## src/hw/rtl/lsd_ram.sv

```systemverilog
// Generic single-write, single-read RAM with registered read data.
`default_nettype none

module lsd_ram #(
    parameter int Width = 8,
    parameter int Depth = 16
) (
    input  wire logic                     i_clk,
    input  wire logic                     i_we,
    input  wire logic [$clog2(Depth)-1:0] i_waddr,
    input  wire logic [Width-1:0]         i_wdata,
    input  wire logic [$clog2(Depth)-1:0] i_raddr,
    output logic      [Width-1:0]         o_rdata
);

    logic [Width-1:0] r_mem [Depth];
    logic [Width-1:0] r_rdata;

    // Write port and registered read port.
    always_ff @(posedge i_clk) begin
        if (i_we) begin
            r_mem[i_waddr] <= i_wdata;
        end
        r_rdata <= r_mem[i_raddr];
    end

    assign o_rdata = r_rdata;

endmodule

`default_nettype wire

```

## config.mk

```make
export PLATFORM = sky130hd
export DESIGN_NAME = lsd_ram
export DESIGN_NICKNAME = d
export VERILOG_FILES = /design/src/hw/rtl/lsd_ram.sv
export SDC_FILE = /design/constraint.sdc
export NUM_CORES = 1
export LEC_CHECK = 0
export BUFFER_PORTS_ARGS = -buffer_cell sky130_fd_sc_hd__clkbuf_2
export CORE_AREA = 2 2 92 94
export CTS_BUF_LIST = sky130_fd_sc_hd__clkbuf_2 sky130_fd_sc_hd__clkbuf_4 sky130_fd_sc_hd__clkbuf_8
export DETAILED_ROUTE_END_ITERATION = 10
export DIE_AREA = 0 0 94 96
export PLACE_DENSITY = 0.94
export SLEW_MARGIN = 20
export SYNTH_ARGS = -nofsm -noshare
export SYNTH_HDL_FRONTEND = slang
export SYNTH_SLANG_ARGS = --single-unit
```

## constraint.sdc

```tcl
create_clock -name i_clk -period 3.1 [get_ports i_clk]
set_clock_uncertainty 0.1 [all_clocks]
set_input_delay 0.62 -clock i_clk [delete_from_list [all_inputs] [get_ports i_clk]]
set_output_delay 0.62 -clock i_clk [all_outputs]
set_load 0.005 [all_outputs]
```

# Yosys cells after proc, flatten, opt, wreduce, memory -nomap -nowiden
# Memories as Yosys holds them, arrays and structs flattened. A register that Yosys moved wholly into a read port is not among the register bits.
# Cells that the tools add are included.
totals:
  register_bits: 0
  latch_bits: 0
  mem_bits_rw: 128
  rom_bits: 0
  input_bits: 18
  out_inout_bits: 8
  wordCells: 3
  memories: 1
classes:
  n_addsub: 0
  multipliers: 0
  div_mod_pow: 0
  order_cmp: 0
  eq_ne: 0
  shifts: 0
  n_mux: 2
  bitwise: 0
  n_reduce_logical: 0
memory_table:
  columns: ["name", "depth", "width", "read_ports", "rd_ports_with_merged_regs", "wr", "line", "source"]
  rows:
  - ["r_mem", 16, 8, 1, 1, 1, "16", "logic [Width-1:0] r_mem [Depth];"]
op_table:
  columns: ["operator", "n"]
  rows:
  - ["1-bit 2-to-1 mux", 2]

# Depth between registers and ports, before layout
depth:
  depth_word: 2
  mapped_depth: 5
  mapped_depth_nobuf: 3

# Least setup slack after synthesis
# OpenSTA, ideal clock, no wires.
synth_timing:
  kind: "input to register"
  from: "in i_waddr[2]"
  to: "mem r_mem[0][0], enable pin"
  setup_ns: 0.383
  arrival_time_ns: 1.730
  t_required_ns: 2.617
  path_slack_ns: 0.887
  stages: 2
  path_buffers: 0
  cell_sequence: "or3b_2 > nor3_1"
synth_lines:
  columns: ["item", "line", "source"]
  rows:
  - ["from (decl)", "10", "input wire logic [$clog2(Depth)-1:0] i_waddr,"]
  - ["to (decl)", "16", null]
# No word-level cell before the write port.

==> impl_metrics.ini <==
[drt]
avgViaCountPerCell = 6.46
drtAntennaViolNets = 0
drt_iter0_markers = 284
routed_wl_mm = 9.68
route.vias.total = 2534
dr.pass1.iters = 5
drc = 0
wire_per_inst_um = 24.7

[worst_setup_path]
crit_type = primary input to register
reg2reg_to = o_rdata[1]
start_kind = primary input
r2r_slack_ns = 1.58
reg2reg_depth = 3
end_kind = register
cp_max_fo = 24
r2r-start = r_mem[2][1]
crit_required_ns = 3.30
cp.arrival_ns = 2.15

[pwr]
p_leak_nw = 1.98
ir_drop_mv = 0.379
power_density_nw_per_um2 = 662
power_mw = 3.89

[place]
placed_cells = 360
place.port_buffers = 25
gp_congestion = 0.828
dp_hpwl_mm = 5.94

[cells_and_area]
diodes = 0
fillers = 435
area_growth_pct = 14.2
fin_util_pct = 73.0
fin_cells = 392
regArea_um2 = 4000
layout.nets = 292
layout_commonest_cell = edfxtp_1
final_cell_mix = 128 x edfxtp_1, 25 x clkbuf_2, 18 x mux4_2, 18 x clkbuf_8, 16 x a22oi_1
multiInputGateArea_um2 = 1060
drive_gt1_share_pct = 30.3

[yosys]
ys_seq_elements = 136
synth_edf_count = 128
syn_area_um2 = 5150
syn_nets = 247
synth_ff_type = edfxtp_1
synthArstFlopShare_pct = 0
seq_area_frac_synth_pct = 77.8
synthCells = 229
avgSynthCellArea_um2 = 22.5
ys_types = 19
ys_warn_count = 0

[grt]
antenna_found_initial = 0
grt_pass1_wl_mm = 14.4
overflow = 0
grt_max_degree = 33
grtUsageTotal_pct = 23.7
grt_pass1_vias = 2558

[timing]
rsz0062_at_grt = no
setup_viol = 0
max_slew_margin_pct = 38.5
finalHoldViolations = 0
fin_crit_ns = 1.95
worst_pin_slew_ns = 0.919
final_max_slew_viol_count = 0
fin_crit_sh_pct = 62.8
fmax_ghz = 0.514
fin_setup_tns_ns = 0

[floorplan]
dieHeight_um = 96
coreArea_um2 = 8050
die_area_um2 = 9020
die_w_um = 94
io_pins = 26
row_count = 33
initial_utilization_pct = 63.9

[clocking]
clockBufferDepth = 2
cts_made_buffers = 17
cts.clk_slew.worst_paths_ns = 0.07
root_buffer = clkbuf_8
ctsResizeCount = 0
clock_sinks = 136
holdBufCountCts = 0
clock_latency_ns = 0.42
ctsHtreeMaxLevel = 4
cts_tree = built
post_cts_buffers = 0

[min_path]
hold_path.startpoint = i_wdata[1]
hold_depth = 1
hold_class = primary input to register
min_to = r_mem[3][1]

[run]
maxCapViolations = 0

[run_status]
outcome = finished, final reports clean
-- logic make-up (layout without fill, tap and decap cells) --
kind of cell	after synthesis	in the layout	share of synthesized area [%]
compound gates	16	16	2.33
buf+inv	10	68	1.68
mux	32	32	15.0
flops	136	136	77.8
simple gates	35	35	3.18
-- power by group --
part | leakage, nW | internal, mW | switching [mW] | total [mW]
sequential | 1.22 | 2.05 | 0.0126 | 2.07
clock | 0.219 | 1.01 | 0.633 | 1.64
combinational | 0.537 | 0.0782 | 0.106 | 0.184
total | 1.98 | 3.14 | 0.752 | 3.89
-- Yosys cell counts, types with 2 or more instances --
master,n,area (um2)
nand2_1,9,33.8
buf_2,3,15.0
nor2_1,13,48.8
clkdlybuf4s25_2,3,30.0
edfxtp_1,128,3840
dfxtp_1,8,160
nor3_1,4,20.0
mux4_1,14,368
buf_6,3,33.8
a22oi_1,16,120
nand2b_1,2,12.5
mux4_2,18,405
nand3b_1,2,15.0
-- critical path, cell delays in order --
cell,delay [ns]
clkbuf_2,0.51
buf_4,0.29
mux4_1,0.30
a22oi_1,0.30
nand2_1,0.12
-- layout make-up --
class                           instances  area share [%]
Clock buffer                           21            4.60
Tap cell                              105            2.23
Clock inverter                         11            3.34
Sequential cell                       136            68.1
Timing Repair Buffer                   36            3.75
Multi-Input combinational cell         83            18.0
-- per-layer routing --
layer / share of wire, % / wire length, um / track usage, % / vias to the layer above
met2: 51 / 4980 / 38.7 / 152
met1: 39 / 3730 / 29.7 / 1300
met4: 2.3 / 219 / 11.1 / 0
met3: 7.8 / 755 / 6.81 / 21
li1: - / - / - / 1061
met5: 0 / 0 / 0 / -
-- flip-flops by register name, summed over array words and instances, names as in the netlist --
register and flops:
r_mem 128, o_rdata 8
-- worst max path at each step --
stage	start	end	slack (ns)	depth (start not counted)
5_1_grt	i_raddr[1]	o_rdata[1]	1.09	5
3_3_place_gp	i_raddr[1]	o_rdata[2]	0.80	5
4_1_cts	i_raddr[1]	o_rdata[2]	1.17	5
2_1_floorplan	i_waddr[2]	r_mem[0][0]	0.89	2
3_5_place_dp	i_waddr[3]	r_mem[4][7]	0.77	4
6_report	i_raddr[1]	o_rdata[1]	1.15	5
-- per-stage QoR --
step,area (um2),setup WS (ns),hold WS (ns)
floorplan,5150,0.887,0.529
detailed placement,5410,0.766,0.566
CTS,5880,1.17,0.522
global placement,5410,0.797,0.545
finish,5880,1.15,0.539
global route,5880,1.09,0.527
Power figures use the tool's default switching activity.
