===== config.mk =====
export PLATFORM = sky130hd
export DESIGN_NAME = lsd_bcd_conv
export DESIGN_NICKNAME = d
export VERILOG_FILES = /design/src/hw/rtl/lsd_pkg.sv /design/src/hw/rtl/lsd_bcd_conv.sv
export SDC_FILE = /design/constraint.sdc
export NUM_CORES = 1
export LEC_CHECK = 0
export ABC_AREA = 0
export BUFFER_PORTS_ARGS = -buffer_cell sky130_fd_sc_hd__buf_2
export CAP_MARGIN = 20
export CORE_ASPECT_RATIO = 0.9
export CORE_MARGIN = 5
export CORE_UTILIZATION = 45
export CTS_CLUSTER_DIAMETER = 200
export DETAILED_ROUTE_END_ITERATION = 12
export GPL_TIMING_DRIVEN = 1
export PLACE_DENSITY = 0.66
export SETUP_SLACK_MARGIN = 0.15
export SYNTH_ARGS = -nofsm -noshare
export SYNTH_HDL_FRONTEND = slang
export SYNTH_SLANG_ARGS = --single-unit

===== constraint.sdc =====
create_clock -name i_clk -period 8.9 [get_ports i_clk]
set_clock_uncertainty 0.05 [all_clocks]
set_input_delay 1.78 -clock i_clk [delete_from_list [all_inputs] [get_ports i_clk]]
set_output_delay 1.78 -clock i_clk [all_outputs]
set_load 0.03 [all_outputs]

===== src/hw/rtl/lsd_pkg.sv =====
// Shared constants, types and state encodings for the decimal radix sorter.
`default_nettype none

package lsd_pkg;

    // Buffer geometry.
    localparam int LSD_MAX_ITEMS = 64;
    localparam int LSD_IDX_W     = $clog2(LSD_MAX_ITEMS);
    localparam int LSD_CNT_W     = $clog2(LSD_MAX_ITEMS + 1);

    // Value and decimal digit geometry.
    localparam int LSD_VAL_W     = 31;
    localparam int LSD_RADIX     = 10;
    localparam int LSD_DIGITS    = 10;
    localparam int LSD_DIG_W     = 4;
    localparam int LSD_BCD_W     = LSD_DIGITS * LSD_DIG_W;
    localparam int LSD_PASS_W    = 4;

    // Division by ten through a reciprocal: floor(x * 0xCCCCCCCD / 2^35).
    localparam int          LSD_RECIP_W     = 32;
    localparam int          LSD_PROD_W      = LSD_VAL_W + LSD_RECIP_W;
    localparam int          LSD_RECIP_SHIFT = 35;
    localparam int          LSD_QUO_W       = LSD_PROD_W - LSD_RECIP_SHIFT;
    localparam logic [31:0] LSD_RECIP10     = 32'hCCCC_CCCD;

    // One buffer entry: the value with its decimal digits alongside.
    typedef struct packed {
        logic [LSD_BCD_W-1:0] bcd;
        logic [LSD_VAL_W-1:0] value;
    } t_entry;

    // Result of the digit unit towards the sequencer.
    typedef struct packed {
        logic                  done;
        logic [LSD_PASS_W-1:0] ndig;
        logic [LSD_BCD_W-1:0]  bcd;
    } t_conv_out;

    // Main sequencer states.
    typedef enum logic [2:0] {
        S_IDLE,
        S_CONV,
        S_CHECK,
        S_COUNT,
        S_PREFIX,
        S_SCATTER,
        S_OUT
    } t_state;

    // Digit unit states.
    typedef enum logic [1:0] {
        CV_IDLE,
        CV_MUL,
        CV_DIG,
        CV_DONE
    } t_conv_state;

endpackage

`default_nettype wire


===== src/hw/rtl/lsd_bcd_conv.sv =====
// Iterative binary to decimal digit unit built around one reciprocal multiplier.
`default_nettype none

module lsd_bcd_conv
    import lsd_pkg::*;
(
    input  wire logic                 i_clk,
    input  wire logic                 i_rst_n,
    input  wire logic                 i_start,
    input  wire logic [LSD_VAL_W-1:0] i_value,
    output t_conv_out                 o_res
);

    t_conv_state r_state, n_state;

    logic [LSD_VAL_W-1:0]  r_q,    n_q;
    logic [LSD_PROD_W-1:0] r_prod, n_prod;
    logic [LSD_PASS_W-1:0] r_k,    n_k;
    logic [LSD_PASS_W-1:0] r_ndig, n_ndig;
    logic [LSD_BCD_W-1:0]  r_bcd,  n_bcd;

    logic [LSD_QUO_W-1:0]  quo;
    logic [LSD_VAL_W-1:0]  quo_ext;
    logic [LSD_VAL_W-1:0]  rem_full;

    // Quotient from the registered product, remainder by shift and add.
    assign quo      = r_prod[LSD_RECIP_SHIFT +: LSD_QUO_W];
    assign quo_ext  = LSD_VAL_W'(quo);
    assign rem_full = r_q - ((quo_ext << 3) + (quo_ext << 1));

    // Next state.
    always_comb begin
        n_state = r_state;
        case (r_state)
            CV_IDLE: begin
                if (i_start) begin
                    n_state = (i_value == '0) ? CV_DONE : CV_MUL;
                end
            end
            CV_MUL:  n_state = CV_DIG;
            CV_DIG: begin
                n_state = (quo == '0) ? CV_DONE : CV_MUL;
            end
            CV_DONE: n_state = CV_IDLE;
            default: n_state = CV_IDLE;
        endcase
    end

    // Datapath: a multiply state, then a digit state, for each decimal digit.
    always_comb begin
        n_q    = r_q;
        n_prod = r_prod;
        n_k    = r_k;
        n_ndig = r_ndig;
        n_bcd  = r_bcd;
        case (r_state)
            CV_IDLE: begin
                if (i_start) begin
                    n_q    = i_value;
                    n_k    = '0;
                    n_ndig = '0;
                    n_bcd  = '0;
                end
            end
            CV_MUL: begin
                n_prod = LSD_PROD_W'(r_q) * LSD_PROD_W'(LSD_RECIP10);
            end
            CV_DIG: begin
                n_bcd[{r_k, 2'b00} +: LSD_DIG_W] = rem_full[LSD_DIG_W-1:0];
                n_q = quo_ext;
                if (quo == '0) begin
                    n_ndig = r_k + LSD_PASS_W'(1);
                end else begin
                    n_k = r_k + LSD_PASS_W'(1);
                end
            end
            default: begin
                n_q = r_q;
            end
        endcase
    end

    // Registers.
    always_ff @(posedge i_clk) begin
        if (!i_rst_n) begin
            r_state <= CV_IDLE;
            r_k     <= '0;
            r_ndig  <= '0;
        end else begin
            r_state <= n_state;
            r_k     <= n_k;
            r_ndig  <= n_ndig;
        end
        r_q    <= n_q;
        r_prod <= n_prod;
        r_bcd  <= n_bcd;
    end

    // Outputs.
    always_comb begin
        o_res.done = (r_state == CV_DONE);
        o_res.ndig = r_ndig;
        o_res.bcd  = r_bcd;
    end

endmodule

`default_nettype wire


=== After elaboration in Yosys (flattened, before gate mapping) ===
Cells that the tools add are included.

* Output and inout bits: 45
* Register bits: 144
* Input port bits: 34
* Logic and storage cells: 40

* Add/subtract/negate cells: 4
* Shift operators: 2
* Mux-type cells: 14
* Multiply operators: 1
* Equality and inequality tests: 6
* Reductions and logical operators: 7

{| class="wikitable"
|+ Operators by type and width
! cell !! count
|-
| $pmux W40 S2 || 1
|-
| $mul A31 B32 Y63 const B || 1
|-
| $pmux W31 S2 || 1
|-
| $bwmux W40 || 1
|-
| $mux W40 || 1
|-
| $shift A4 B8 Y40 const A || 1
|-
| $shiftx A4 B8 Y40 || 1
|-
| $logic_not A31 Y1 || 1
|-
| $mux W31 || 1
|-
| $logic_not A28 Y1 || 1
|-
| $pmux W4 S2 || 2
|-
| $mux W4 || 3
|-
| $neg A6 Y8 || 1
|-
| $pmux W2 S4 || 1
|-
| $mux W2 || 3
|-
| $ne A2 B2 Y1 const B || 3
|-
| $reduce_and A3 Y1 || 2
|-
| $add A4 B1 Y4 const B || 1
|-
| $add A4 B4 Y4 || 1
|-
| $eq A2 B2 Y1 const B || 2
|-
| $sub A4 B4 Y4 || 1
|-
| $eq A2 B1 Y1 const B || 1
|-
| $logic_not A2 Y1 || 1
|-
| $reduce_and A2 Y1 || 1
|-
| $reduce_bool A2 Y1 || 1
|}

=== Logic depth before layout (Yosys ltp) ===
* Word-level depth: 5
* Gate-level depth with buffers: 26
* Gate-level depth less buffers: 25

=== Least setup slack after synthesis ===
No wires, ideal clock.

* Path kind: flip-flop to flip-flop
* Start: reg r_q[4]
* End: reg r_prod[59], data pin
* Data arrival time: 6.595 ns
* Required time: 8.571 ns
* Cell stages (with the launch flop): 22
* Setup slack: 1.975 ns
* Library setup time: 0.279 ns
* Cells stage by stage: edfxtp_1 ha_1 fa_1 fa_1 fa_1 inv_1 fa_1 inv_1 fa_1 inv_1 fa_1 fa_1 inv_1 ha_1 and4_4 nand3_4 or3_4 or3_1 o22a_2 a21bo_1 o21ai_2 a41oi_1

* Longest elaborated chain between the ends: 1

{| class="wikitable"
|+ Ends and longest elaborated chain
! element !! line !! text
|-
| start: declaration || lsd_bcd_conv.sv:16 || <nowiki>logic [LSD_VAL_W-1:0] r_q, n_q;</nowiki>
|-
| start signal: assignment || lsd_bcd_conv.sv:94 || <nowiki>r_q <= n_q;</nowiki>
|-
| $mul A31 B32 Y63 || lsd_bcd_conv.sv:66 || <nowiki>n_prod = LSD_PROD_W'(r_q) * LSD_PROD_W'(LSD_RECIP10);</nowiki>
|-
| end signal: assignment || lsd_bcd_conv.sv:95 || <nowiki>r_prod <= n_prod;</nowiki>
|-
| end: declaration || lsd_bcd_conv.sv:17 || <nowiki>logic [LSD_PROD_W-1:0] r_prod, n_prod;</nowiki>
|}

No other way between the ends.
A chain may end at the register's enable or synchronous reset.

=== Final worst setup path ===
* Start: reg r_q[16]
* End: reg r_prod[62], data pin

Same word-level chain as after synthesis.

==> results.py <==
metrics = {
    "outcome": {
        "run_status": "finished, final reports clean",
    },
    "worst_setup_path": {
        "startpoint_type": "register",
        "r2r-start": "r_q[16]",
        "crit_fanout": 6,
        "arrival_ns": 7.87,
        "required_ns": 8.98,
        "path_class": "register to register",
        "critPathCaptureType": "register",
        "cp-startpoint": "r_q[16]",
    },
    "placement": {
        "place_hpwl_um": 38000,
        "gp_congestion": 0.980,
        "placement.io_buffers": 78,
    },
    "synthesis": {
        "yosysWarnings": 0,
        "netlist_area_sq_um": 16900,
        "netlist_top_cells_area": "fa_1, ha_1, edfxtp_1",
        "synthFlopType": "edfxtp_1",
        "yosys.area.top_type": "fa_1",
        "synth_seq_cells": 109,
        "seq_area_frac_synth_pct": 18.7,
        "ys_types": 69,
        "synth_cells": 1619,
        "synth_edf_count": 99,
        "synth.most_common_cell": "inv_1",
        "postSynth.asyncResetShare_pct": 0,
        "syn_area_per_cell_sq_um": 10.5,
        "synth_top_cells_by_count": "inv_1, ha_1, fa_1",
        "synth_nets": 2193,
        "yosysTopAreaCellShare_pct": 27.3,
    },
    "floorplan": {
        "die_w_um": 214,
        "row_count": 67,
        "initial_core_util_pct": 45.5,
        "die_h_um": 194,
        "num_io_pins": 79,
        "die_area_sq_um": 41600,
        "core_area_sq_um": 37200,
    },
    "timing": {
        "finalCritPeriodShare_pct": 87.5,
        "layout_min_cycle_time_ns": 7.79,
        "fmax_mhz": 128,
        "maxSlewHeadroom_pct": 26.9,
        "slew_viol_final": 0,
        "worst_pin_slew_ns": 1.09,
        "setup_viol": 0,
        "hold_viol_final": 0,
        "rsz0062_at_grt": "no",
        "setup_tns_ns": 0,
    },
    "global_routing": {
        "grt_pass1_wl_um": 69800,
        "grt.overflow.total": 0,
        "antenna_found_initial": 6,
        "grt_max_degree": 77,
        "grt.total_usage_pct": 21.1,
        "grt_pass1_vias": 12700,
    },
    "cts": {
        "cts_setup_buffers": 0,
        "clock-sinks": 109,
        "cts_made_buffers": 9,
        "clock_latency_ns": 0.38,
        "root_buffer": "clkbuf_16",
        "cts_tree": "yes",
        "path_clk_slew_ns": 0.09,
        "hold_buffers": 0,
        "cts_resized": 0,
        "htree_levels": 3,
        "clock_path_buffers": 2,
    },
    "route": {
        "viasPerCell": 5.49,
        "drt_iter0_drc": 868,
        "ant_nets": 0,
        "avgRoutedWirePerCell_um": 20.0,
        "wirelength_um": 43300,
        "drcViolationCount": 0,
        "vias": 11900,
        "firstDrtPassIters": 5,
    },
    "run": {
        "cap_violations": 0,
    },
    "final_layout": {
        "drive_gt1_share_pct": 8.50,
        "area_delta_synth_final_pct": 7.13,
        "layout.nets": 2252,
    },
    "worst_hold_path": {
        "hp-start": "r_ndig[1]",
        "hp-class": "register to register",
    },
}
path summary, 6_finish.rpt:
| check | endpoint | slack, ns | cells after the start |
|---|---|---|---|
| worst max-delay path | r_prod[62] | 1.11 | 20 |
| worst min-delay path | r_ndig[1] | 0.47 | 2 |
| worst max register to register | r_prod[62] | 1.11 | 20 |
| worst min register to register | r_ndig[1] | 0.47 | 2 |
sequential cells by signal (all words and copies together) (netlist names):
signal / cells
r_bcd: 40
r_k: 4
r_ndig: 4
r_prod: 28
r_q: 31
r_state: 2
area by class of cell:
cell class	count	area, sq um
fill	3436	19100
multi-input combinational	1150	12400
sequential	109	3170
inverter	325	1220
tap	483	604
timing repair buffer	83	425
clock buffer	9	225
clock inverter	7	77.6
antenna	1	2.50
per-stage QoR:
step / cell area [sq um] / util (%) / std cells / worst slack (ns) / hold slack, ns
floorplan: 16900 / - / 1619 / 1.98 / 0.492
global placement: 17800 / 47.9 / 2149 / 1.18 / 0.453
detailed placement: 17800 / 47.9 / 2150 / 1.15 / 0.456
CTS: 18100 / 48.7 / 2166 / 1.14 / 0.473
global route: 18100 / 48.7 / 2166 / 0.830 / 0.487
finish: 18100 / 48.7 / 2167 / 1.11 / 0.472
placed cells by master (no fill, tap or decap), types with 28 or more instances in the layout:
cell type,Yosys,final
o21ai_0,31,31
nand2_1,58,57
xnor2_1,37,37
edfxtp_1,99,99
ha_1,309,309
buf_2,4,79
a21o_1,33,33
nor2_1,90,88
mux2_2,28,28
mux2i_1,33,33
inv_1,325,325
fa_1,231,231
a21oi_1,67,67
cell families (layout without fill, tap and decap cells):
kind of cell | Yosys count | after routing | synth area share [%]
other | 0 | 1 | 0
adder cells (fa/ha/maj) | 540 | 540 | 50.2
XOR/XNOR | 55 | 55 | 2.85
flip-flops | 109 | 109 | 18.7
AND/OR/NAND/NOR | 279 | 279 | 8.01
buffers and inverters | 360 | 424 | 8.03
AO/OA/AOI/OAI | 215 | 215 | 8.40
multiplexers | 61 | 61 | 3.81
critical path, stage by stage, from the launching register on:
cell      delay, ns
edfxtp_1       0.54
ha_1           0.37
inv_1          0.07
fa_1           0.70
fa_1           0.53
fa_1           0.56
inv_1          0.13
fa_1           0.59
fa_1           0.46
fa_1           0.49
inv_1          0.05
fa_1           0.50
inv_1          0.05
ha_1           0.44
nand3_1        0.19
or3_4          0.41
or3_1          0.38
o22a_2         0.29
o31ai_2        0.42
a221oi_1       0.17
xnor2_1        0.15
per-layer routing:
layer	GRT usage [%]	vias to the layer above	routed length (um)
li1	-	5552	-
met1	30.5	5969	20300
met2	33.7	313	19700
met3	4.36	44	2710
met4	3.34	8	574
met5	0	-	46
Power is left out: the tool's default activity adds up to more than one toggle a clock period on the data nets, which glitch-free logic cannot reach.
